--- src/hdl/mbsh_pkg.sv ---
`timescale 1ns / 1ps
// ----------------------------------------------------------------------------
// mbsh_pkg
// Shared types and constants for the MurmurHash2 byte-stream hash core.
// ----------------------------------------------------------------------------
package mbsh_pkg;

  // Mixing multiplier and shift amounts
  localparam logic [31:0] MIX_MUL     = 32'h5bd1e995;
  localparam int unsigned WORD_SHIFT  = 24;
  localparam int unsigned FIN_SHIFT_A = 13;
  localparam int unsigned FIN_SHIFT_B = 15;

  // Controller states
  typedef enum logic [2:0] {
    ST_IDLE,
    ST_MK1,
    ST_MK2,
    ST_MH,
    ST_MACC,
    ST_TAIL,
    ST_FIN1,
    ST_FIN2
  } state_t;

  // Multiplier operand select
  typedef enum logic [2:0] {
    MS_K,
    MS_K24,
    MS_ACC,
    MS_TAIL,
    MS_FIN
  } mul_sel_t;

  // Commands from controller to datapath
  typedef struct packed {
    logic     accept;
    mul_sel_t mul_sel;
    logic     prod_load;
    logic     k_load;
    logic     acc_mix;
    logic     tail_step;
    logic     out_load;
  } cmd_t;

  // Status from datapath to controller
  typedef struct packed {
    logic word_full;
    logic out_free;
  } sts_t;

endpackage

--- src/hdl/murmur_byte_stream_hash_core.sv ---
`timescale 1ns / 1ps
// ----------------------------------------------------------------------------
// murmur_byte_stream_hash_core
// 32-bit MurmurHash2 over a byte stream, one byte per input word.
//
//   Channel  Direction  Handshake           Payload
//   in       input      in_valid/in_stall   data_byte, byte_valid, first_item,
//                                           last_item, message_length
//   out      output     out_valid/out_stall hash_value
//   cfg      input      cfg_wr_en           cfg_wr_data (hash seed)
//
// A word without a completed 32-bit group is only gathered; a word that
// completes a group steps MK1, MK2, MH, MACC: three passes through the one
// shared multiplier, then a last word adds the tail and finalization steps.
// Reset (synchronous, active low) clears seed, hash state and result valid.
// A result waiting on out_stall holds the sequencer in its final step.
// ----------------------------------------------------------------------------
module murmur_byte_stream_hash_core (
  input  logic        clk,
  input  logic        rst_n,
  input  logic        cfg_wr_en,
  input  logic [31:0] cfg_wr_data,
  input  logic        in_valid,
  output logic        in_stall,
  input  logic [7:0]  in_data_byte,
  input  logic        in_byte_valid,
  input  logic        in_first_item,
  input  logic        in_last_item,
  input  logic [31:0] in_message_length,
  output logic        out_valid,
  input  logic        out_stall,
  output logic [31:0] out_hash_value
);

  mbsh_pkg::cmd_t cmd;
  mbsh_pkg::sts_t sts;

  // Sequencer
  mbsh_ctrl u_ctrl (
    .clk          (clk),
    .rst_n        (rst_n),
    .in_valid     (in_valid),
    .in_last_item (in_last_item),
    .in_stall     (in_stall),
    .sts          (sts),
    .cmd          (cmd)
  );

  // Hash datapath
  mbsh_dp u_dp (
    .clk               (clk),
    .rst_n             (rst_n),
    .cfg_wr_en         (cfg_wr_en),
    .cfg_wr_data       (cfg_wr_data),
    .in_data_byte      (in_data_byte),
    .in_byte_valid     (in_byte_valid),
    .in_first_item     (in_first_item),
    .in_message_length (in_message_length),
    .out_valid         (out_valid),
    .out_stall         (out_stall),
    .out_hash_value    (out_hash_value),
    .cmd               (cmd),
    .sts               (sts)
  );

endmodule

--- src/hdl/mbsh_ctrl.sv ---
`timescale 1ns / 1ps
// ----------------------------------------------------------------------------
// mbsh_ctrl
// Sequencer: accepts one word at a time and steps the shared multiplier
// through word mixing, tail and finalization.
// ----------------------------------------------------------------------------
module mbsh_ctrl (
  input  logic           clk,
  input  logic           rst_n,
  input  logic           in_valid,
  input  logic           in_last_item,
  output logic           in_stall,
  input  mbsh_pkg::sts_t sts,
  output mbsh_pkg::cmd_t cmd
);

  mbsh_pkg::state_t state_r, state_nxt;
  logic             last_r, last_nxt;

  // State and pending-last registers
  always_ff @(posedge clk) begin
    if (!rst_n) begin
      state_r <= mbsh_pkg::ST_IDLE;
      last_r  <= 1'b0;
    end else begin
      state_r <= state_nxt;
      last_r  <= last_nxt;
    end
  end

  // Next state and commands
  always_comb begin
    state_nxt     = state_r;
    last_nxt      = last_r;
    in_stall      = 1'b1;
    cmd.accept    = 1'b0;
    cmd.mul_sel   = mbsh_pkg::MS_K;
    cmd.prod_load = 1'b0;
    cmd.k_load    = 1'b0;
    cmd.acc_mix   = 1'b0;
    cmd.tail_step = 1'b0;
    cmd.out_load  = 1'b0;
    unique case (state_r)
      mbsh_pkg::ST_IDLE: begin
        in_stall = 1'b0;
        if (in_valid) begin
          cmd.accept = 1'b1;
          last_nxt   = in_last_item;
          if (sts.word_full) begin
            state_nxt = mbsh_pkg::ST_MK1;
          end else if (in_last_item) begin
            state_nxt = mbsh_pkg::ST_TAIL;
          end
        end
      end
      mbsh_pkg::ST_MK1: begin
        cmd.mul_sel   = mbsh_pkg::MS_K;
        cmd.prod_load = 1'b1;
        state_nxt     = mbsh_pkg::ST_MK2;
      end
      mbsh_pkg::ST_MK2: begin
        cmd.mul_sel   = mbsh_pkg::MS_K24;
        cmd.prod_load = 1'b1;
        state_nxt     = mbsh_pkg::ST_MH;
      end
      mbsh_pkg::ST_MH: begin
        cmd.k_load    = 1'b1;
        cmd.mul_sel   = mbsh_pkg::MS_ACC;
        cmd.prod_load = 1'b1;
        state_nxt     = mbsh_pkg::ST_MACC;
      end
      mbsh_pkg::ST_MACC: begin
        cmd.acc_mix = 1'b1;
        state_nxt   = last_r ? mbsh_pkg::ST_TAIL : mbsh_pkg::ST_IDLE;
      end
      mbsh_pkg::ST_TAIL: begin
        cmd.mul_sel   = mbsh_pkg::MS_TAIL;
        cmd.tail_step = 1'b1;
        state_nxt     = mbsh_pkg::ST_FIN1;
      end
      mbsh_pkg::ST_FIN1: begin
        cmd.mul_sel   = mbsh_pkg::MS_FIN;
        cmd.prod_load = 1'b1;
        state_nxt     = mbsh_pkg::ST_FIN2;
      end
      mbsh_pkg::ST_FIN2: begin
        // hold until the result register is free
        if (sts.out_free) begin
          cmd.out_load = 1'b1;
          last_nxt     = 1'b0;
          state_nxt    = mbsh_pkg::ST_IDLE;
        end
      end
      default: begin
        state_nxt = mbsh_pkg::ST_IDLE;
      end
    endcase
  end

endmodule

--- src/hdl/mbsh_dp.sv ---
`timescale 1ns / 1ps
// ----------------------------------------------------------------------------
// mbsh_dp
// Datapath: seed register, byte gathering, running hash, one shared
// multiplier by the mixing constant, and the result register.
// ----------------------------------------------------------------------------
module mbsh_dp (
  input  logic           clk,
  input  logic           rst_n,
  input  logic           cfg_wr_en,
  input  logic [31:0]    cfg_wr_data,
  input  logic [7:0]     in_data_byte,
  input  logic           in_byte_valid,
  input  logic           in_first_item,
  input  logic [31:0]    in_message_length,
  output logic           out_valid,
  input  logic           out_stall,
  output logic [31:0]    out_hash_value,
  input  mbsh_pkg::cmd_t cmd,
  output mbsh_pkg::sts_t sts
);

  logic [31:0] seed_r;
  logic [31:0] acc_r, acc_nxt;
  logic [23:0] pend_r, pend_nxt;
  logic [1:0]  cnt_r, cnt_nxt;
  logic [31:0] k_r, k_nxt;
  logic [31:0] prod_r, prod_nxt;
  logic        out_valid_r, out_valid_nxt;
  logic [31:0] out_hash_r, out_hash_nxt;

  logic [31:0] acc_eff;
  logic [23:0] pend_eff;
  logic [1:0]  cnt_eff;
  logic [31:0] mul_a;
  logic [31:0] mul_out;

  // Start of message resets the running state
  assign acc_eff  = in_first_item ? (seed_r ^ in_message_length) : acc_r;
  assign pend_eff = in_first_item ? 24'd0 : pend_r;
  assign cnt_eff  = in_first_item ? 2'd0  : cnt_r;

  assign sts.word_full = in_byte_valid && (cnt_eff == 2'd3);
  assign sts.out_free  = !out_valid_r || !out_stall;

  // Shared multiplier operand
  always_comb begin
    case (cmd.mul_sel)
      mbsh_pkg::MS_K:    mul_a = k_r;
      mbsh_pkg::MS_K24:  mul_a = prod_r ^ (prod_r >> mbsh_pkg::WORD_SHIFT);
      mbsh_pkg::MS_ACC:  mul_a = acc_r;
      mbsh_pkg::MS_TAIL: mul_a = acc_r ^ {8'd0, pend_r};
      mbsh_pkg::MS_FIN:  mul_a = prod_r ^ (prod_r >> mbsh_pkg::FIN_SHIFT_A);
      default:           mul_a = k_r;
    endcase
  end

  assign mul_out = mul_a * mbsh_pkg::MIX_MUL;

  // Next values of the datapath registers
  always_comb begin
    acc_nxt       = acc_r;
    pend_nxt      = pend_r;
    cnt_nxt       = cnt_r;
    k_nxt         = k_r;
    prod_nxt      = prod_r;
    out_valid_nxt = out_valid_r;
    out_hash_nxt  = out_hash_r;

    // drop the result once taken
    if (out_valid_r && !out_stall) begin
      out_valid_nxt = 1'b0;
    end

    // accept: load start value, gather byte or latch a full word
    if (cmd.accept) begin
      acc_nxt  = acc_eff;
      pend_nxt = pend_eff;
      cnt_nxt  = cnt_eff;
      if (in_byte_valid) begin
        if (cnt_eff == 2'd3) begin
          k_nxt    = {in_data_byte, pend_eff};
          pend_nxt = 24'd0;
          cnt_nxt  = 2'd0;
        end else begin
          case (cnt_eff)
            2'd0:    pend_nxt = {pend_eff[23:8], in_data_byte};
            2'd1:    pend_nxt = {pend_eff[23:16], in_data_byte, pend_eff[7:0]};
            default: pend_nxt = {in_data_byte, pend_eff[15:0]};
          endcase
          cnt_nxt = cnt_eff + 2'd1;
        end
      end
    end

    if (cmd.prod_load) begin
      prod_nxt = mul_out;
    end

    // hold mixed word while the accumulator is multiplied
    if (cmd.k_load) begin
      k_nxt = prod_r;
    end

    if (cmd.acc_mix) begin
      acc_nxt = prod_r ^ k_r;
    end

    // tail fold, then clear gathered bytes
    if (cmd.tail_step) begin
      prod_nxt = (cnt_r != 2'd0) ? mul_out : acc_r;
      pend_nxt = 24'd0;
      cnt_nxt  = 2'd0;
    end

    if (cmd.out_load) begin
      out_valid_nxt = 1'b1;
      out_hash_nxt  = prod_r ^ (prod_r >> mbsh_pkg::FIN_SHIFT_B);
    end
  end

  // Control and hash state
  always_ff @(posedge clk) begin
    if (!rst_n) begin
      seed_r      <= 32'd0;
      acc_r       <= 32'd0;
      pend_r      <= 24'd0;
      cnt_r       <= 2'd0;
      out_valid_r <= 1'b0;
    end else begin
      if (cfg_wr_en) begin
        seed_r <= cfg_wr_data;
      end
      acc_r       <= acc_nxt;
      pend_r      <= pend_nxt;
      cnt_r       <= cnt_nxt;
      out_valid_r <= out_valid_nxt;
    end
  end

  // Work and result payload
  always_ff @(posedge clk) begin
    k_r        <= k_nxt;
    prod_r     <= prod_nxt;
    out_hash_r <= out_hash_nxt;
  end

  assign out_valid      = out_valid_r;
  assign out_hash_value = out_hash_r;

endmodule
--- config.mk ---
export PLATFORM = sky130hd
export DESIGN_NAME = murmur_byte_stream_hash_core
export DESIGN_NICKNAME = d
export VERILOG_FILES = /design/src/hdl/mbsh_pkg.sv /design/src/hdl/murmur_byte_stream_hash_core.sv /design/src/hdl/mbsh_ctrl.sv /design/src/hdl/mbsh_dp.sv
export SDC_FILE = /design/constraint.sdc
export NUM_CORES = 1
export LEC_CHECK = 0
export ABC_AREA = 1
export BUFFER_PORTS_ARGS = -buffer_cell sky130_fd_sc_hd__buf_4
export CAP_MARGIN = 25
export CORE_MARGIN = 3
export CORE_UTILIZATION = 63
export DETAILED_ROUTE_END_ITERATION = 8
export PLACE_DENSITY = 0.82
export SYNTH_ARGS = -nofsm -noshare
export SYNTH_HDL_FRONTEND = slang
export SYNTH_SLANG_ARGS = --single-unit
--- constraint.sdc ---
create_clock -name clk -period 10.98 [get_ports clk]
set_clock_uncertainty 0.15 [all_clocks]
set_input_delay 3.294 -clock clk [delete_from_list [all_inputs] [get_ports clk]]
set_output_delay 3.294 -clock clk [all_outputs]
set_load 0.01 [all_outputs]
==> flow_summary_export.csv, run 1 <==
group,metric,value,unit
status,status,"finished, final reports clean",
grt,antenna_found_initial,0,
synth,synthSimpleGateAreaFrac,13.2,%
clock_network,cts_max_level,4,
floorplan,dieArea,32900,um2
synth,ys_warn_count,0,
layout,diodes,0,
timing,setup_viol,0,
clock_network,clockRootBuffer,"clkbuf_16",
synth,syn-num-nets,2817,
floorplan,ios,114,
detailed_routing,wl_per_cell,23.1,um
timing,holdWs,0.333,ns
timing,fmax,101,MHz
clock_network,cts_buffers,17,
synth,muxShareOfSynthArea,0.0517,%
floorplan,die_w,181,um
floorplan,initial_core_util,64.7,%
clock_network,clk_pin_slew,0.07,ns
placed_design,dp_hpwl,51700,um
critical_path,ff2ff_setup_slack,1.04,ns
clock_network,holdBufCountCts,0,
timing,hold_viol,0,
critical_path,cp_max_fo,15,
critical_path,worst-path-buf-inv,11,
floorplan,coreArea,30000,um2
timing,fin_tns_setup,0,ns
critical_path,cpMaxStageDelayCell,"fa_1",
grt,grt_start_max_net_pins,58,
synth,synth_top_family_by_area,"adder cells",
placed_design,io_buffers,113,
clock_network,post_cts_buffers,0,
synth,synth_edf_count,96,
layout,synthToLayoutAreaGrowth,9.71,%
synth,synth-seq-area-share,24.7,%
layout,final_layout_size_suffix_gt1_share,8.47,%
timing,relSlewSlack,33.4,%
floorplan,fp-row-count,63,
critical_path,cp.depth,36,
detailed_routing,ant_nets,0,
detailed_routing,first_pass_iters,6,
synth,avgSynthCellArea,8.29,um2
grt,grt_usage,39.8,%
min_path,holdPathStages,2,
timing,finalCritPeriodShare,90.5,%
clock_network,cts_resized,0,
grt,grt_pass1_wl,99400,um
placed_design,place_congestion,1.04,
critical_path,start_kind,"flip-flop",
critical_path,reg2reg_depth,36,
detailed_routing,routed_via_density,5.98,
timing,slew_viol_final,0,
synth,synthXorXnorAreaFrac,5.33,%
job,cap_violations,0,
critical_path,reg2reg_to,"u_dp.prod_r[28]",
synth,synthAdderAreaFrac,32.7,%
layout,nFillCells,2374,
synth,synth_compound_area_share,12.7,%
synth,synth_seq_cells,191,
detailed_routing,drc,0,
grt,grt_pass1_vias,16788,
timing,min_period,9.94,ns
critical_path,crit_family,"adder cells",
clock_network,clkSinkCount,191,
synth,ys.flop_type,"edfxtp_1",
critical_path,crit_type,"reg2reg",
synth,netlist_area,19400,um2
detailed_routing,vias,16895,
critical_path,crit_required,11.02,ns
synth,syn_inst,2337,
synth,synth_cell_types,53,
critical_path,end_kind,"flip-flop",
clock_network,clockBufferDepth,2,
clock_network,clkLatencyLatePin,0.45,ns
clock_network,cts_tree,"built",
detailed_routing,first_iter_violations,2420,
critical_path,reg2reg_from,"u_ctrl.state_r[0]",
grt,gr-total-overflow,0,
detailed_routing,drt-total-wl,65100,um
floorplan,die_height,181,um
timing,rsz0062_at_grt,"false",
synth,ys_async_sr_fraction,0,%
critical_path,cp_common_cell,"inv_1",
critical_path,cp-endpoint,"u_dp.prod_r[28]",
layout,nets,2900,
critical_path,slowest_delay,0.53,ns
timing,tightest_slew,0.997,ns
min_path,worstHoldPathType,"reg2reg",
critical_path,crit_start,"u_ctrl.state_r[0]",
critical_path,arrival,9.98,ns
[tightest hold or removal path: cells and delay by family (launching register included)]
family,cells,cell delay (ns)
AND/OR/NAND/NOR,1,0.06
AO/OA/AOI/OAI,1,0.06
flip-flops,1,0.32
[cells in the final DEF (no fill, tap or decap), types with 18 or more instances in the layout]
cell         n
nand3_1     63
dfxtp_1     95
o21ai_0    174
a21oi_1    157
o211ai_1    18
edfxtp_1    96
inv_1      491
nand2_1    340
clkbuf_16   19
fa_1       178
nor2_1     147
ha_1       222
buf_4      134
xor2_1      64
xnor2_1     54
[cells in the mapped netlist, types with 13 or more instances]
master    count  area, um2
dfxtp_1      95       1900
nor2_1      147        552
o22ai_1      13       81.3
xnor2_1      54        473
inv_1       491       1840
nand3_1      63        315
clkbuf_1     65        244
xor2_1       64        561
o21ai_0     176        881
o211ai_1     18        135
nand2_1     340       1280
edfxtp_1     96       2880
ha_1        222       2780
a21oi_1     158        791
o31ai_1      13       97.6
fa_1        178       3560
[stage by stage]
stage	instances	setup WS (ns)	instance area [um2]	util (%)
2_1_floorplan	2337	2.96	19400	-
3_3_place_gp	2787	1.36	20600	68.7
3_5_place_dp	2789	1.31	20600	68.8
4_1_cts	2821	1.26	21200	70.8
5_1_grt	2823	0.599	21300	71.0
6_report	2823	1.04	21300	71.0
[layer usage]
layer  track usage, %  part of all wire (%)  up-vias
li1                 -                     -     7649
met1             57.6                    41     8033
met2             57.9                    42     1083
met3             11.9                    13      130
met4             12.4                   3.3        0
met5                0                     0        -
[final cells by class]
| cell class | count | area (um2) | share of cell area [%] |
|---|---|---|---|
| multi-input combinational | 1569 | 12400 | 58.4 |
| sequential | 191 | 4780 | 22.5 |
| inverter | 503 | 1890 | 8.88 |
| timing repair buffer | 138 | 1080 | 5.07 |
| clock buffer | 22 | 498 | 2.34 |
| tap | 390 | 488 | 2.30 |
| clock inverter | 10 | 97.6 | 0.459 |
[worst min path at each step]
stage | end | start
after floorplan | u_dp.out_hash_value[18] | u_dp.prod_r[18]
after global placement | u_dp.acc_r[28] | u_dp.acc_r[28]
after detailed placement | u_dp.acc_r[25] | u_dp.acc_r[25]
after CTS | u_dp.acc_r[25] | u_dp.acc_r[25]
after global routing | u_dp.acc_r[27] | u_dp.acc_r[27]
final | u_dp.acc_r[25] | u_dp.acc_r[25]
[sequential cells by signal, indices dropped and copies added, names as in the netlist]
register             count
u_ctrl.last_r            1
u_ctrl.state_r           3
u_dp.acc_r              32
u_dp.cnt_r               2
u_dp.k_r                32
u_dp.out_hash_value     32
u_dp.out_valid           1
u_dp.pend_r             24
u_dp.prod_r             32
u_dp.seed_r             32
[cell families after synthesis]
family | count (synthesis)
simple gates | 613
buf+inv | 577
compound gates | 437
fa+ha+maj | 400
flops | 191
xor+xnor | 118
mux | 1
Power of run 1 is not shown: default switching activity piles up to over one toggle a cycle in this logic, so the estimate is an artifact.
==> run 2: changes to the inputs <==
--- a/config.mk
+++ b/config.mk
@@ -6,12 +6,12 @@
 export NUM_CORES = 1
 export LEC_CHECK = 0
 export ABC_AREA = 1
-export BUFFER_PORTS_ARGS = -buffer_cell sky130_fd_sc_hd__buf_4
 export CAP_MARGIN = 25
 export CORE_MARGIN = 3
-export CORE_UTILIZATION = 63
+export CORE_UTILIZATION = 64
 export DETAILED_ROUTE_END_ITERATION = 8
-export PLACE_DENSITY = 0.82
+export DONT_BUFFER_PORTS = 1
+export PLACE_DENSITY = 0.8
 export SYNTH_ARGS = -nofsm -noshare
 export SYNTH_HDL_FRONTEND = slang
 export SYNTH_SLANG_ARGS = --single-unit
==> run 2 against run 1 <==
Global-route usage shrank 0.59 points. Critical path type unchanged. Register-to-register slack gained 0.03 ns. Utilization decreased by 2.3 points. Highest routed layer unchanged. Sequential cell count unchanged. Non-clock buffer count shrank 114. Sequential share of layout area increased by 0.93 points. Critical path depth is 2 higher. Routed wire length fell by 2.7%.
==> flow_summary_export.csv, run 2 (synthesis results as in run 1) <==
group,metric,value,unit
clock_network,cts_resized,0,
timing,rsz0062_at_grt,"false",
timing,finalWorstSetupSlack,1.07,ns
status,status,"finished, final reports clean",
critical_path,end_kind,"flip-flop",
detailed_routing,ant_nets,0,
critical_path,ff2ff_setup_slack,1.07,ns
clock_network,cts_tree,"built",
clock_network,clk_pin_slew,0.07,ns
layout,nets,2786,
detailed_routing,vias,16279,
critical_path,reg2reg_to,"u_dp.prod_r[28]",
critical_path,crit_required,11.02,ns
critical_path,reg2reg_from,"u_ctrl.state_r[0]",
floorplan,die_height,180,um
timing,fin_tns_setup,0,ns
critical_path,crit_type,"reg2reg",
floorplan,coreArea,29700,um2
critical_path,reg2reg_depth,38,
clock_network,cts_max_level,4,
placed_design,dp_hpwl,50100,um
grt,gr-total-overflow,0,
grt,grt_pass1_wl,96700,um
clock_network,clockBufferDepth,2,
detailed_routing,highest_layer,"met4",
layout,synthToLayoutAreaGrowth,5.37,%
timing,fmax,101,MHz
placed_design,place_ws,1.34,ns
grt,grt_start_max_net_pins,73,
min_path,worstHoldPathType,"reg2reg",
detailed_routing,first_iter_violations,1700,
detailed_routing,wl_per_cell,23.4,um
critical_path,arrival,9.95,ns
grt,grt_usage,39.3,%
detailed_routing,first_pass_iters,6,
timing,min_period,9.91,ns
min_path,min_from,"u_ctrl.last_r",
placed_design,io_buffers,0,
critical_path,cp_common_cell,"inv_1",
critical_path,slowest_delay,0.53,ns
timing,relSlewSlack,31.1,%
critical_path,cpMaxStageDelayCell,"fa_1",
detailed_routing,routed_via_density,6.01,
timing,setup_viol,0,
timing,hold_viol,0,
clock_network,clkSinkCount,191,
detailed_routing,routed-wl-met2,29200,um
layout,diodes,0,
detailed_routing,met1_length,23900,um
critical_path,cp_max_fo,15,
job,cap_violations,0,
layout,final_common_cell,"inv_1",
grt,antenna_found_initial,0,
timing,finalCritPeriodShare,90.2,%
min_path,holdPathEnd,"u_ctrl.last_r",
floorplan,die_w,180,um
clock_network,post_cts_buffers,0,
placed_design,place_congestion,1.05,
timing,slew_viol_final,0,
clock_network,cts_buffers,17,
detailed_routing,routed-wl-met3,5330,um
timing,tightest_slew,1.03,ns
floorplan,ios,114,
grt,grt_pass1_vias,16543,
floorplan,initial_core_util,65.2,%
clock_network,clockRootBuffer,"clkbuf_16",
timing,holdWs,0.338,ns
detailed_routing,drc,0,
clock_network,clkLatencyLatePin,0.45,ns
detailed_routing,drt-total-wl,63400,um
min_path,holdPathStages,2,
floorplan,dieArea,32400,um2
layout,mostFrequentLayoutCells,"491 x inv_1, 340 x nand2_1, 222 x ha_1",
floorplan,fp-row-count,63,
clock_network,holdBufCountCts,0,
layout,final_layout_size_suffix_gt1_share,3.92,%
critical_path,start_kind,"flip-flop",
## run 2: changes by cell type in the layout (fill, tap and decap cells not counted), moves of 2 or more
cell        before  now
buf_4          134   22
bufinv_16        1    4
clkbuf_1         1    3
clkbuf_16       19   17
clkinv_2         2    0
clkinvlp_4       1    3
## run 2: area by class of cell
cell class                      count  area, um2
Multi-Input combinational cell   1569      12400
Fill cell                        2458       9300
Sequential cell                   191       4780
Inverter                          503       1890
Tap cell                          390        488
Clock buffer                       20        437
Timing Repair Buffer               24        205
Clock inverter                     12        181
## run 2: worst max path at each step
stage | from | to | slack (ns) | cells past startpoint
after CTS | u_ctrl.state_r[0] | u_dp.prod_r[28] | 1.29 | 38
after detailed placement | u_ctrl.state_r[0] | u_dp.prod_r[27] | 1.34 | 32
after global routing | u_ctrl.state_r[0] | u_dp.prod_r[28] | 0.66 | 38
after floorplan | u_ctrl.state_r[0] | u_dp.prod_r[31] | 2.96 | 33
after global placement | u_ctrl.state_r[2] | u_dp.prod_r[27] | 1.40 | 31
final | u_ctrl.state_r[0] | u_dp.prod_r[28] | 1.07 | 38
## run 2: metal layers
layer / vias up / global-route usage [%]
met5: - / 0
met4: 0 / 25.3
met3: 221 / 6.84
met2: 862 / 62.7
met1: 7755 / 49.5
li1: 7441 / -
## run 2: per-stage QoR
stage	area, um2	util [%]	cells
floorplan	19400	-	2337
global placement	19800	66.5	2675
detailed placement	19800	66.5	2675
CTS	20400	68.6	2707
global route	20400	68.7	2709
finish	20400	68.7	2709
## run 2: worst max-delay path, delay by kind of cell (launching register included)
family | cells | cell delay [ns]
adders and majority gates | 10 | 4.24
AOI/OAI and AO/OA | 9 | 1.75
and+or+nand+nor | 8 | 1.58
DFF | 1 | 0.39
xor gates and xnor gates | 1 | 0.15
buffers and inverters | 10 | 1.40
Power of run 2 is left out for the same reason.
